### config.mk
export PLATFORM = sky130hd
export DESIGN_NAME = bcage_ram
export DESIGN_NICKNAME = d
export VERILOG_FILES = /design/src/sv/bcage_ram.sv
export SDC_FILE = /design/constraint.sdc
export NUM_CORES = 1
export LEC_CHECK = 0
export BUFFER_PORTS_ARGS = -buffer_cell sky130_fd_sc_hd__buf_4
export CAP_MARGIN = 15
export CORE_MARGIN = 2
export CORE_UTILIZATION = 25
export CTS_BUF_LIST = sky130_fd_sc_hd__clkbuf_4 sky130_fd_sc_hd__clkbuf_8
export DETAILED_ROUTE_END_ITERATION = 12
export GPL_TIMING_DRIVEN = 0
export REMOVE_ABC_BUFFERS = 1
export SYNTH_ARGS = -nofsm -noshare
export SYNTH_HDL_FRONTEND = slang
export SYNTH_SLANG_ARGS = --single-unit
export TNS_END_PERCENT = 1
### constraint.sdc
create_clock -name clk -period 2.12 [get_ports clk]
set_clock_uncertainty 0.1 [all_clocks]
set_input_delay 0.424 -clock clk [delete_from_list [all_inputs] [get_ports clk]]
set_output_delay 0.424 -clock clk [all_outputs]
set_load 0.02 [all_outputs]
### src/sv/bcage_ram.sv
// Generic single-write, single-read RAM with a registered read port.
module bcage_ram #(
  parameter int WIDTH = 8,
  parameter int DEPTH = 16
) (
  input  logic                     clk,
  input  logic                     we,
  input  logic [$clog2(DEPTH)-1:0] waddr,
  input  logic [WIDTH-1:0]         wdata,
  input  logic [$clog2(DEPTH)-1:0] raddr,
  output logic [WIDTH-1:0]         rdata
);

  logic [WIDTH-1:0] mem [DEPTH];

  always_ff @(posedge clk) begin
    if (we) begin
      mem[waddr] <= wdata;
    end
    rdata <= mem[raddr];
  end

endmodule

==> impl_metrics.tcl <==
set metrics [dict create \
    status "finished, final reports clean" \
    die_h_um 147.5 \
    path_buf_inv 1 \
    rsz0062_at_grt "false" \
    grt_max_degree 33 \
    placed_area_um2 5607 \
    synth_cell_types 19 \
    cts_made_buffers 17 \
    die_area_um2 21750 \
    fin_util_pct 29.79 \
    worstMarginPinSlew_ns 0.9620 \
    min_period_ns 1.870 \
    routed_via_density 4.239 \
    fp.dieW_um 147.5 \
    ys_top_cells_by_area "edfxtp_1 (75%), mux4_2 (7.9%), mux4_1 (7.1%)" \
    timing.max_cap.violations 0 \
    dr.first_iter.drc_count 218 \
    cts.repair.resized 0 \
    fin_ws_ns 0.2501 \
    synthesis.area_um2 5147 \
    vias 2319 \
    area_delta_synth_final_pct 17.11 \
    drt_pass1_iterations 4 \
    crit_path_top_delay_cell "nor2_1" \
    worstSetupPathType "input port to flip-flop" \
    final_cells 547 \
    grt_pass1_wl_um 14790 \
    synth_largest_area_cell "edfxtp_1" \
    relSlewSlack_pct 35.37 \
    dpl.hpwl_um 5993 \
    io_buffers 25 \
    finalInstanceArea_um2 6028 \
    initial_core_util_pct 25.44 \
    final_common_cell "edfxtp_1" \
    arrival_ns 1.82 \
    yosysSeqAreaShare_pct 77.78 \
    fill_cells 1952 \
    postCtsHoldBufs 0 \
    nets 282 \
    grt_util_all_layers_pct 9.596 \
    diodes 0 \
    cts_tree "built" \
    layout_worst_path_cycle_share_pct 88.20 \
    finalHoldViolCount 0 \
    ir_drop_uv 383.2 \
    syn_inst 229 \
    insertion_delay_ns 0.43 \
    cts_setup_buffers 0 \
    antenna_found_initial 0 \
    pre_cts_ws_ns -0.2658 \
    synth-seq-cells 136 \
    start_kind "input port" \
    htree_num_levels 4 \
    wl_um 9729 \
    worstPathRequired_ns 2.07 \
    drive_gt1_share_pct 28.16 \
    path_cells "buf_4, or3b_2, nor2_1" \
    holdCritPathClass "input port to flip-flop" \
    synth_area_per_cell_um2 22.48 \
    fmax_mhz 534.8 \
    gp_congestion 0.6540 \
    final_max_slew_viol_count 0 \
    cp-end-kind "flip-flop" \
    grt_pass1_vias 2388 \
    wl_per_cell_um 17.79 \
    place_inst 515 \
    crit_fanout 8 \
    grt_overflow 0 \
    p_per_area_nw_per_um2 920.0 \
    yosys_warnings 0 \
    clock_sinks 136 \
    row_count 52 \
    critical_path.top_delay_family "simple AND/OR/NAND/NOR gates" \
    path_clk_slew_ns 0.07 \
    setup_viol_count_final 0 \
    cts-root-buf "clkbuf_8" \
    drc 0 \
    leakage_nw 1.934 \
    layout_common_cells "edfxtp_1 (128), buf_4 (25), mux4_2 (18)" \
    yosys.area.top_type_share_pct 74.67 \
    core_area_um2 20230 \
    cpPeakStageDelay_ns 0.75 \
    clock_path_buffers 2 \
    ant_nets 0 \
    io_pins 26 \
]
kinds of logic (layout without fill, tap and decap cells):
| kind of cell | Yosys count | in the layout | synth area share (%) |
|---|---|---|---|
| muxes | 32 | 32 | 15.02 |
| buffers and inverters | 10 | 58 | 1.677 |
| DFF | 136 | 136 | 77.78 |
| AOI/OAI and AO/OA | 16 | 16 | 2.334 |
| and+or+nand+nor | 35 | 35 | 3.184 |
report_power, final:
| group | total [mW] | switching, mW | internal (mW) |
|---|---|---|---|
| sequential | 3.02 | 0.0143 | 3.00 |
| clock | 2.23 | 0.949 | 1.28 |
| combinational | 0.299 | 0.173 | 0.126 |
| total | 5.55 | 1.14 | 4.41 |
metrics by stage:
| stage | setup TNS, ns | hold slack (ns) | power, mW |
|---|---|---|---|
| 5_1_grt | 0 | 0.1673 | 5.741 |
| 3_5_place_dp | -8.005 | 0.5805 | 3.383 |
| 3_3_place_gp | -16.43 | 0.5699 | 3.371 |
| 4_1_cts | 0 | 0.1578 | 5.600 |
| 6_report | 0 | 0.1943 | 5.546 |
| 2_1_floorplan | 0 | 0.4229 | 3.217 |
registers in the layout, summed over array words and instances (netlist names):
signal  flops
mem       128
rdata       8
final cells by class:
cell class / instances / area [um2] / share of cell area [%]
Sequential cell: 136 / 4004 / 66.42
Multi-Input combinational cell: 83 / 1072 / 17.79
Tap cell: 270 / 337.8 / 5.604
Clock buffer: 18 / 241.5 / 4.006
Timing Repair Buffer: 26 / 192.7 / 3.196
Clock inverter: 14 / 180.2 / 2.989
Yosys cell counts:
library cell	instances
clkdlybuf4s25_2	3
or3b_2	1
nor2_1	13
edfxtp_1	128
buf_6	3
dfxtp_1	8
and2_1	1
nor2b_1	1
mux4_1	14
a22oi_1	16
nand3b_1	2
nand2b_1	2
nor3_1	4
nand3_1	1
buf_2	3
and2b_1	1
buf_4	1
nand2_1	9
mux4_2	18
path summary, 6_finish.rpt:
kind / startpoint / end / slack (ns) / cells past startpoint
max: waddr[2] / mem[3][5]$_DFFE_PP_ / 0.25 / 3
min: wdata[7] / mem[6][7]$_DFFE_PP_ / 0.19 / 1
max reg2reg: mem[10][1]$_DFFE_PP_ / rdata[1]$_DFF_P_ / 0.55 / 3
min reg2reg: mem[4][3]$_DFFE_PP_ / rdata[3]$_DFF_P_ / 0.59 / 3
metal layers:
metal  global-route usage (%)  wire (um)  share of wire, %  vias up
met1                    12.33       4129                42     1206
li1                         -          -                 -     1040
met3                    3.117        601               6.2        7
met4                    4.327        111               1.1        0
met5                        0          0                 0        -
met2                    14.88       4887                50       66
Note: power is estimated with default switching activity, not from simulation.
